==> config.mk <==
export PLATFORM = sky130hd
export DESIGN_NAME = keyword_triple_detector
export DESIGN_NICKNAME = d
export VERILOG_FILES = /design/src/rtl/core/ktd_pkg.sv /design/src/rtl/core/keyword_triple_detector.sv /design/src/rtl/core/ktd_front.sv /design/src/rtl/core/ktd_queue.sv /design/src/rtl/core/ktd_back.sv
export SDC_FILE = /design/constraint.sdc
export NUM_CORES = 1
export LEC_CHECK = 0
export BUFFER_PORTS_ARGS = -buffer_cell sky130_fd_sc_hd__clkbuf_2
export CELL_PAD_IN_SITES_DETAIL_PLACEMENT = 2
export CELL_PAD_IN_SITES_GLOBAL_PLACEMENT = 2
export CORE_MARGIN = 3
export CORE_UTILIZATION = 35
export CTS_CLUSTER_DIAMETER = 40
export DETAILED_ROUTE_END_ITERATION = 8
export PLACE_DENSITY_LB_ADDON = 0.1
export SLEW_MARGIN = 25
export SYNTH_ARGS = -nofsm -noshare
export SYNTH_HDL_FRONTEND = slang
export SYNTH_SLANG_ARGS = --single-unit
export TNS_END_PERCENT = 1
==> constraint.sdc <==
create_clock -name aclk -period 2.8 [get_ports aclk]
set_clock_uncertainty 0.15 [all_clocks]
set_input_delay 0.42 -clock aclk [delete_from_list [all_inputs] [get_ports aclk]]
set_output_delay 0.42 -clock aclk [all_outputs]
set_load 0.01 [all_outputs]
==> src/rtl/core/ktd_pkg.sv <==
// ----------------------------------------------------------------------------
// ktd_pkg
// Types, constants and character classification for the keyword triple
// detector.
// ----------------------------------------------------------------------------
package ktd_pkg;

    localparam int WORD_COUNT  = 3;
    localparam int QUEUE_DEPTH = 4;
    localparam int QPTR_W      = $clog2(QUEUE_DEPTH);

    localparam logic [2:0] LEN_SAT = 3'd6;
    // Keyword lengths: "is", "not", "empty"
    localparam logic [2:0] WORD_LEN [WORD_COUNT] = '{3'd2, 3'd3, 3'd5};

    // Bit p of row k: the character equals letter p of keyword k.
    typedef logic [WORD_COUNT-1:0][7:0] hit_vec_t;

    typedef enum logic [1:0] {
        Q_NONE   = 2'd0,
        Q_SINGLE = 2'd1,
        Q_DOUBLE = 2'd2
    } quote_t;

    typedef enum logic [1:0] {
        WC_NONE  = 2'd0,
        WC_IS    = 2'd1,
        WC_NOT   = 2'd2,
        WC_EMPTY = 2'd3
    } word_class_t;

    // One classified word handed from the front to the back.
    typedef struct packed {
        logic [7:0] char_byte;
        logic       last_char;
        logic       squote;
        logic       dquote;
        logic       bslash;
        logic       starts;
        logic       conts;
        hit_vec_t   hits;
    } ktd_item_t;

    function automatic logic is_letter(input logic [7:0] ch);
        return ((ch >= "a") && (ch <= "z")) || ((ch >= "A") && (ch <= "Z"));
    endfunction

    function automatic logic is_digit(input logic [7:0] ch);
        return (ch >= "0") && (ch <= "9");
    endfunction

    function automatic hit_vec_t char_hits(input logic [7:0] ch);
        hit_vec_t h;
        h       = '0;
        h[0][0] = (ch == "i");
        h[0][1] = (ch == "s");
        h[1][0] = (ch == "n");
        h[1][1] = (ch == "o");
        h[1][2] = (ch == "t");
        h[2][0] = (ch == "e");
        h[2][1] = (ch == "m");
        h[2][2] = (ch == "p");
        h[2][3] = (ch == "t");
        h[2][4] = (ch == "y");
        return h;
    endfunction

endpackage

==> src/rtl/core/keyword_triple_detector.sv <==
// ----------------------------------------------------------------------------
// keyword_triple_detector: one character per clock while neither side stalls.
// An accepted word is written into the queue, then popped into the output
// register, which raises m_valid; sustained rate is one word a cycle while
// m_ready holds, set by the scanner update in the back end.
// A four-entry queue lets input keep flowing for four words while m_ is stalled.
// Synchronous active-low reset empties the queue, drops m_valid, clears scanner.
// ----------------------------------------------------------------------------
module keyword_triple_detector (
    input  logic       aclk,
    input  logic       aresetn,
    input  logic [7:0] s_char_byte,
    input  logic       s_last_char,
    input  logic       s_valid,
    output logic       s_ready,
    output logic [7:0] m_out_byte,
    output logic       m_end_of_expr,
    output logic       m_rejected,
    output logic       m_valid,
    input  logic       m_ready
);
    import ktd_pkg::*;

    // Classified word from the front into the queue.
    logic      q_wr_valid;
    logic      q_wr_ready;
    ktd_item_t q_wr_item;

    // Queue head into the scanner.
    logic      q_rd_valid;
    logic      q_rd_ready;
    ktd_item_t q_rd_item;

    // Front: decode quote, backslash and identifier classes plus the per-keyword
    // letter hits, so the back end compares nothing wider than a few bits.
    ktd_front u_front (
        .s_char_byte (s_char_byte),
        .s_last_char (s_last_char),
        .s_valid     (s_valid),
        .s_ready     (s_ready),
        .wr_valid    (q_wr_valid),
        .wr_ready    (q_wr_ready),
        .wr_item     (q_wr_item)
    );

    // Queue: hold classified words so front and back stall independently.
    ktd_queue u_queue (
        .aclk     (aclk),
        .aresetn  (aresetn),
        .wr_valid (q_wr_valid),
        .wr_ready (q_wr_ready),
        .wr_item  (q_wr_item),
        .rd_valid (q_rd_valid),
        .rd_ready (q_rd_ready),
        .rd_item  (q_rd_item)
    );

    // Back: advance the quote/identifier scanner, shift finished identifiers
    // through the two-deep keyword window, latch the sticky reject flag and
    // report it on the last character. The output register pops a new word
    // whenever it is empty or being drained in the same cycle.
    ktd_back u_back (
        .aclk          (aclk),
        .aresetn       (aresetn),
        .rd_valid      (q_rd_valid),
        .rd_ready      (q_rd_ready),
        .rd_item       (q_rd_item),
        .m_out_byte    (m_out_byte),
        .m_end_of_expr (m_end_of_expr),
        .m_rejected    (m_rejected),
        .m_valid       (m_valid),
        .m_ready       (m_ready)
    );

endmodule

==> src/rtl/core/ktd_front.sv <==
// ----------------------------------------------------------------------------
// ktd_front
// Accepts characters and classifies them for the scanner.
// ----------------------------------------------------------------------------
module ktd_front (
    input  logic              [7:0] s_char_byte,
    input  logic                    s_last_char,
    input  logic                    s_valid,
    output logic                    s_ready,
    output logic                    wr_valid,
    input  logic                    wr_ready,
    output ktd_pkg::ktd_item_t      wr_item
);
    import ktd_pkg::*;

    always_comb begin
        wr_item.char_byte = s_char_byte;
        wr_item.last_char = s_last_char;
        wr_item.squote    = (s_char_byte == "'");
        wr_item.dquote    = (s_char_byte == "\"");
        wr_item.bslash    = (s_char_byte == "\\");
        wr_item.starts    = is_letter(s_char_byte) || (s_char_byte == "_");
        wr_item.conts     = is_letter(s_char_byte) || is_digit(s_char_byte)
                            || (s_char_byte == "_") || (s_char_byte == "-");
        wr_item.hits      = char_hits(s_char_byte);
    end

    assign wr_valid = s_valid;
    assign s_ready  = wr_ready;

endmodule

==> src/rtl/core/ktd_queue.sv <==
// ----------------------------------------------------------------------------
// ktd_queue
// Short queue of classified words between the front and the back.
// ----------------------------------------------------------------------------
module ktd_queue (
    input  logic               aclk,
    input  logic               aresetn,
    input  logic               wr_valid,
    output logic               wr_ready,
    input  ktd_pkg::ktd_item_t wr_item,
    output logic               rd_valid,
    input  logic               rd_ready,
    output ktd_pkg::ktd_item_t rd_item
);
    import ktd_pkg::*;

    ktd_item_t           slot_reg [QUEUE_DEPTH];
    logic [QPTR_W-1:0]   wr_ptr_reg, wr_ptr_next;
    logic [QPTR_W-1:0]   rd_ptr_reg, rd_ptr_next;
    logic [QPTR_W:0]     count_reg, count_next;
    logic                push, pop;

    assign wr_ready = (count_reg != QPTR_W'(0) + (QPTR_W+1)'(QUEUE_DEPTH));
    assign rd_valid = (count_reg != '0);
    assign rd_item  = slot_reg[rd_ptr_reg];
    assign push     = wr_valid && wr_ready;
    assign pop      = rd_valid && rd_ready;

    always_comb begin
        wr_ptr_next = push ? wr_ptr_reg + 1'b1 : wr_ptr_reg;
        rd_ptr_next = pop  ? rd_ptr_reg + 1'b1 : rd_ptr_reg;
        count_next  = count_reg;
        if (push && !pop) begin
            count_next = count_reg + 1'b1;
        end else if (pop && !push) begin
            count_next = count_reg - 1'b1;
        end
    end

    always_ff @(posedge aclk) begin
        if (!aresetn) begin
            wr_ptr_reg <= '0;
            rd_ptr_reg <= '0;
            count_reg  <= '0;
        end else begin
            wr_ptr_reg <= wr_ptr_next;
            rd_ptr_reg <= rd_ptr_next;
            count_reg  <= count_next;
        end
    end

    always_ff @(posedge aclk) begin
        if (push) begin
            slot_reg[wr_ptr_reg] <= wr_item;
        end
    end

endmodule

==> src/rtl/core/ktd_back.sv <==
// ----------------------------------------------------------------------------
// ktd_back
// Quote and identifier scanner with keyword window and output register.
// ----------------------------------------------------------------------------
module ktd_back (
    input  logic               aclk,
    input  logic               aresetn,
    input  logic               rd_valid,
    output logic               rd_ready,
    input  ktd_pkg::ktd_item_t rd_item,
    output logic         [7:0] m_out_byte,
    output logic               m_end_of_expr,
    output logic               m_rejected,
    output logic               m_valid,
    input  logic               m_ready
);
    import ktd_pkg::*;

    typedef struct packed {
        quote_t      quote;
        logic        esc;
        logic        in_tok;
        logic [2:0]  len;
        logic [2:0]  match;
        word_class_t prior0;
        word_class_t prior1;
        logic        seen;
    } scan_state_t;

    localparam scan_state_t SCAN_RESET = '{
        quote:  Q_NONE,
        esc:    1'b0,
        in_tok: 1'b0,
        len:    3'd0,
        match:  3'b111,
        prior0: WC_NONE,
        prior1: WC_NONE,
        seen:   1'b0
    };

    scan_state_t state_reg, state_next;
    logic [7:0]  byte_reg;
    logic        end_reg;
    logic        rej_reg, rej_next;
    logic        valid_reg;
    logic        pop;

    function automatic scan_state_t extend(input scan_state_t s, input hit_vec_t h);
        scan_state_t r;
        r = s;
        for (int k = 0; k < WORD_COUNT; k++) begin
            if (!h[k][s.len]) begin
                r.match[k] = 1'b0;
            end
        end
        if (s.len < LEN_SAT) begin
            r.len = s.len + 3'd1;
        end
        return r;
    endfunction

    function automatic scan_state_t finish(input scan_state_t s);
        scan_state_t r;
        word_class_t cls;
        r   = s;
        cls = WC_NONE;
        if (s.match[0] && (s.len == WORD_LEN[0])) cls = WC_IS;
        if (s.match[1] && (s.len == WORD_LEN[1])) cls = WC_NOT;
        if (s.match[2] && (s.len == WORD_LEN[2])) cls = WC_EMPTY;
        if ((s.prior0 == WC_IS) && (s.prior1 == WC_NOT) && (cls == WC_EMPTY)) begin
            r.seen = 1'b1;
        end
        r.prior0 = s.prior1;
        r.prior1 = cls;
        r.in_tok = 1'b0;
        r.len    = 3'd0;
        r.match  = 3'b111;
        return r;
    endfunction

    assign pop      = rd_valid && (!valid_reg || m_ready);
    assign rd_ready = !valid_reg || m_ready;

    always_comb begin
        scan_state_t st;
        logic        rej;
        st  = state_reg;
        rej = 1'b0;
        if (st.quote != Q_NONE) begin
            if (st.esc) begin
                st.esc = 1'b0;
            end else if (rd_item.bslash) begin
                st.esc = 1'b1;
            end else if (((st.quote == Q_SINGLE) && rd_item.squote) ||
                         ((st.quote == Q_DOUBLE) && rd_item.dquote)) begin
                st.quote = Q_NONE;
            end
        end else if (st.in_tok && rd_item.conts) begin
            st = extend(st, rd_item.hits);
        end else begin
            if (st.in_tok) begin
                st = finish(st);
            end
            if (rd_item.squote) begin
                st.quote = Q_SINGLE;
            end else if (rd_item.dquote) begin
                st.quote = Q_DOUBLE;
            end else if (rd_item.starts) begin
                st.in_tok = 1'b1;
                st.len    = 3'd0;
                st.match  = 3'b111;
                st        = extend(st, rd_item.hits);
            end
        end
        if (rd_item.last_char) begin
            if (st.in_tok) begin
                st = finish(st);
            end
            rej = st.seen;
            st  = SCAN_RESET;
        end
        state_next = st;
        rej_next   = rej;
    end

    always_ff @(posedge aclk) begin
        if (!aresetn) begin
            state_reg <= SCAN_RESET;
            valid_reg <= 1'b0;
        end else begin
            if (pop) begin
                state_reg <= state_next;
                valid_reg <= 1'b1;
            end else if (m_ready) begin
                valid_reg <= 1'b0;
            end
        end
    end

    always_ff @(posedge aclk) begin
        if (pop) begin
            byte_reg <= rd_item.char_byte;
            end_reg  <= rd_item.last_char;
            rej_reg  <= rej_next;
        end
    end

    assign m_out_byte    = byte_reg;
    assign m_end_of_expr = end_reg;
    assign m_rejected    = rej_reg;
    assign m_valid       = valid_reg;

endmodule

-- After elaboration in Yosys (flattened, before gate mapping)
Memory sizes are Yosys's and may differ from the RTL's. A register that Yosys moved wholly into a read port is not among the register bits.
Index checks and enable logic that the tools add are counted.
- add/subtract/negate cells: 5
- multiply operators: 0
- divide/modulo/power cells: 0
- $lt $le $gt $ge: 8
- equal/unequal tests: 29
- shift operators: 0
- multiplexer cells: 52
- bitwise logic cells: 0
- reduce and logical (&&, ||, !) cells: 34
- operators with widths (operator ; number):
    $eq 8x7->1 const B ; 11
    $mux 15 ; 4
    $mux 12 ; 4
    $mux 2 ; 16
    $eq 8x6->1 const B ; 3
    $logic_and 1x1->1 ; 20
    $mux 1 ; 20
    $ge 8x7->1 const B ; 2
    $le 8x7->1 const B ; 2
    $eq 3x2->1 const B ; 4
    $mux 3 ; 4
    $mux 11 ; 1
    $eq 2x2->1 const B ; 5
    $bmux 1 s3 ; 3
    $ge 8x6->1 const B ; 1
    $le 8x6->1 const B ; 1
    $logic_or 1x1->1 ; 7
    $add 3x1->3 const B ; 2
    $eq 2x1->1 const B ; 3
    $eq 3x3->1 const B ; 2
    $reduce_bool 2->1 ; 3
    $add 2x1->2 const B ; 2
    $lt 3x4->1 const B ; 1
    $logic_not 1->1 ; 3
    4 further kinds ; 4
- bits in registers: 33
- bits in latches: 0
- bits in writable memories: 96
- bits in read-only memories: 0
- input bits: 13
- output and inout bits: 12
- logic and storage cells: 144
- memories kept: 1
- memory list (name ; depth ; width ; read ports ; clocked after Yosys merged registers in ; wr ports ; line ; text):
    u_queue.slot_reg ; 4 ; 24 ; 1 ; 1 ; 1 ; ktd_queue.sv:17 ; ktd_item_t slot_reg [QUEUE_DEPTH];

-- Logic depth before layout (Yosys ltp)
- depth after elaboration: 30
- gate-level depth with buffers: 10
- mapped depth without buffers: 9

-- Hierarchy
Synthesis repeated with hierarchy kept, for this count alone.
- cell total of the unflattened synthesis: 478
- area, all modules: 8096.5 um2
- by module, submodules not included (module ; instances ; cells an instance ; area an instance (um2) ; seq. area each (um2)):
    ktd_queue ; 1 ; 246 ; 5977.0 ; 4744.6
    ktd_back ; 1 ; 165 ; 1686.6 ; 620.6
    ktd_front ; 1 ; 67 ; 432.9 ; 0.0

-- Least setup slack after synthesis
No wires, ideal clock.
- path kind: reg2reg
- start point: register (tool-made name)
- end point: register u_back.rej_reg (netlist: u_back.m_rejected) (data pin)
- setup time: 188 ps
- arrival time: 2322 ps
- required time: 2462 ps
- path slack: 140 ps
- stages on the path, launching flop included: 7
- buffers on the path: 1
- period minus slack after synthesis: 2660 ps
- cells stage by stage: dfxtp_1 -> clkbuf_8 -> mux4_2 -> nor3b_4 -> a22o_4 -> or4b_1 -> o41ai_1
- RTL lines (element ; line ; text):
    end signal: assignment ; ktd_back.sv:144 ; rej_reg <= rej_next;
    end: declaration ; ktd_back.sv:44 ; logic rej_reg, rej_next;

==> run metrics <==
final worst setup slack 0.1641 ns; setup TNS 0 ns; ys flop type edfxtp_1; drt wl/cell 20.46 um; Syn Area/Cell around 15 sq um; async set-reset flop share out of synthesis 0; Port Buf Inserts 24; hold path cells 1; WL final around 13000 um; Max Freq 379.4 MHz; Max-slew headroom 0.5361; clk root buf clkbuf_16; Unique masters post-synth 54; layout cell share with drive strength beyond 1 0.2624; RSZ-0062 raised after global routing false; crit path cell chain buf_12 -> mux4_2 -> nor3b_4 -> a22o_4 -> or4b_1 -> o41ai_2; Clock Power Share 0.325; global-route usage over all layers 0.1656; drt pass-1 iters 4; CP max-delay cell mux4_2; vias in the first global route 3865; Core Util, Final 0.4313; Leak Pwr 2.320 nW; CP arrival roughly 2.7 ns; Critical Path Sink Type flip-flop; FF-to-FF End u_back.m_rejected$_SDFFCE_PN0P_; placed cell area 0.006022 sq mm; Core Region around 0.015 sq mm; first-pass GRT wire length 21800 um; Final Hold Vio Count 0; HP Class primary input to flip-flop; Fill cells 1516; worst skew pair latency 0.42 ns; # diodes 0; via count 3350; Critical Path Source Type flip-flop; Yosys reg bits 127; hold_sp s_last_char; DPL Wire Length 8964 um; Tot Pwr between 6 and 7 mW; Post-Place Worst Slack -0.01669 ns; number of flops mapped to enable cells by yosys 102; die area about 0.017 sq mm; CTS Sinks 127; via/cell ratio 5.130; reg2reg path depth 6; largest net degree at the start of global routing 26; Logic pwr share 0.276; Final GP Congestion about 0.84; Post-Synthesis Cells 377; hold worst-path end u_queue.slot_reg[1][15]$_DFFE_PP_; post-route cell area 0.006581 sq mm; Net Count, Synth 400; buffer levels on the longest clock path 2; number of flip-flops in the largest register between 90 and 100; post-synth top area cell edfxtp_1; Max stage delay on crit path 0.61 ns; status finished clean; initial antenna violation count 0; commonest non-fill, non-tap cell in the layout edfxtp_1; internal power approximately 4.2 mW; worst setup path class flip-flop to flip-flop; CTS clk-pin slew, worst paths 0.06 ns; Non-Filler Instances 653; DRT antenna net count 0; number of I/O pins 25; Post-Syn Area approximately 0.0055 sq mm; internal reg-to-reg setup slack 0.16 ns; P_sw between 1.5 and 2 mW; Final nets roughly 450; max-slew violation count 0; Seq/Total Area, Yosys 0.6482; die height between 100 and 150 um; Initial Util 0.3603; num rows 45; # setup viols final 0; Die W about 130 um; Power Density 938.2 mW/mm^2; Synth top area share 0.5571; Yosys warnings 0; commonest cells after routing, fill and taps aside edfxtp_1, dfxtp_1, clkbuf_2; fin crit period 2.636 ns; largest cells by area after synthesis edfxtp_1, dfxtp_1, mux4_2; CTS Buf Count 17; hold-fix buffers at CTS 0; GR Overflow Total 0; sw frac 0.3162; Seq pwr share 0.399; CTS tree built; Least-Margin Pin Slew 0.6895 ns; DR iter-0 viols around 250; P&R area growth vs syn 19.71%; CP Max Fanout 18; Worst Path Required 2.89 ns; max cap viols 0; DRC Markers 0; worst hold slack slightly above 0.09 ns; CTS H-tree lvls 4; Max IR drop VDD roughly 0.49 mV; Inst Count DP 621; fin crit share 0.9414
-- cell type report --
cell class,instances,area (sq um),area share
inverters,12,45.04,0.006844
well taps,211,264.0,0.04011
clock buffers,17,425.4,0.06464
clock inverters,15,110.1,0.01673
multi-input cells,222,1836,0.2789
repair buffers,49,336.6,0.05114
flip-flops and latches,127,3565,0.5416
-- cell families (layout without fill, tap and decap cells) --
logic type,count (synthesis),count (layout),synth area share
AOI/OAI and AO/OA,55,55,0.07351
buffers and inverters,28,93,0.02162
muxes,32,32,0.1065
DFF,127,127,0.6482
xor gates and xnor gates,5,5,0.007967
adders and majority gates,10,10,0.02412
and+or+nand+nor,120,120,0.1181
-- worst max-delay path, delay by kind of cell (launching register included) --
kind / cells / cell delay (ns)
AND/OR/NAND/NOR: 2 / 0.69
multiplexers: 1 / 0.61
AO/OA/AOI/OAI: 2 / 0.43
flip-flops: 1 / 0.36
buffers and inverters: 1 / 0.19
-- synth_stat cells (all sizes together) (3+ instances only) --
cell	instances
o31ai	3
ha	9
edfxtp	102
or2	4
buf	4
and2	7
nor4	5
mux2i	9
nor2	19
inv	11
nor3	8
nand3	9
nand2b	7
o221ai	3
o22ai	3
mux4	21
or3	5
nor2b	17
nand2	23
o21ai	8
dfxtp	25
a31oi	3
a21oi	9
clkbuf	12
xnor2	3
nand3b	3
a22oi	9
and3	7
-- routing by layer --
metal / part of all wire / global-route usage / vias up / wire length, um
met5: 0 / 0 / - / 0
met4: 0.023 / 0.07410 / 0 / 309
met3: 0.028 / 0.04211 / 21 / 369
met2: 0.50 / 0.2748 / 45 / 6737
met1: 0.44 / 0.2050 / 1713 / 5944
li1: - / - / 1571 / -
-- worst max-delay path by stage --
stage / startpoint / slack, ns / to / cells after the start
4_1_cts: flip-flop / 0.03 / u_back.m_rejected$_SDFFCE_PN0P_ / 8
3_5_place_dp: flip-flop / -0.02 / u_back.m_rejected$_SDFFCE_PN0P_ / 7
6_report: flip-flop / 0.16 / u_back.m_rejected$_SDFFCE_PN0P_ / 6
5_1_grt: flip-flop / 0.01 / u_back.m_rejected$_SDFFCE_PN0P_ / 8
3_3_place_gp: flip-flop / 0.07 / u_back.m_rejected$_SDFFCE_PN0P_ / 7
2_1_floorplan: flip-flop / 0.14 / u_back.m_rejected$_SDFFCE_PN0P_ / 6
-- power groups by stage --
stage	clock network [mW]	registers (mW)	logic (mW)
6_report	2.01	2.47	1.70
5_1_grt	2.15	2.49	1.88
4_1_cts	2.06	2.47	1.72
3_5_place_dp	0	2.51	1.70
3_3_place_gp	0	2.49	1.67
2_1_floorplan	0	2.51	1.05
-- timing repair --
| item | 4_1_cts | 5_1_grt |
|---|---|---|
| resized for setup | 1 | 4 |
| pin swaps | 0 | 2 |
| hold endpoints to repair | 0 | 0 |
| setup buffers | 0 | 0 |
| endpoints found under the setup margin | 1 | 4 |
Power figures use the tool's default switching activity.
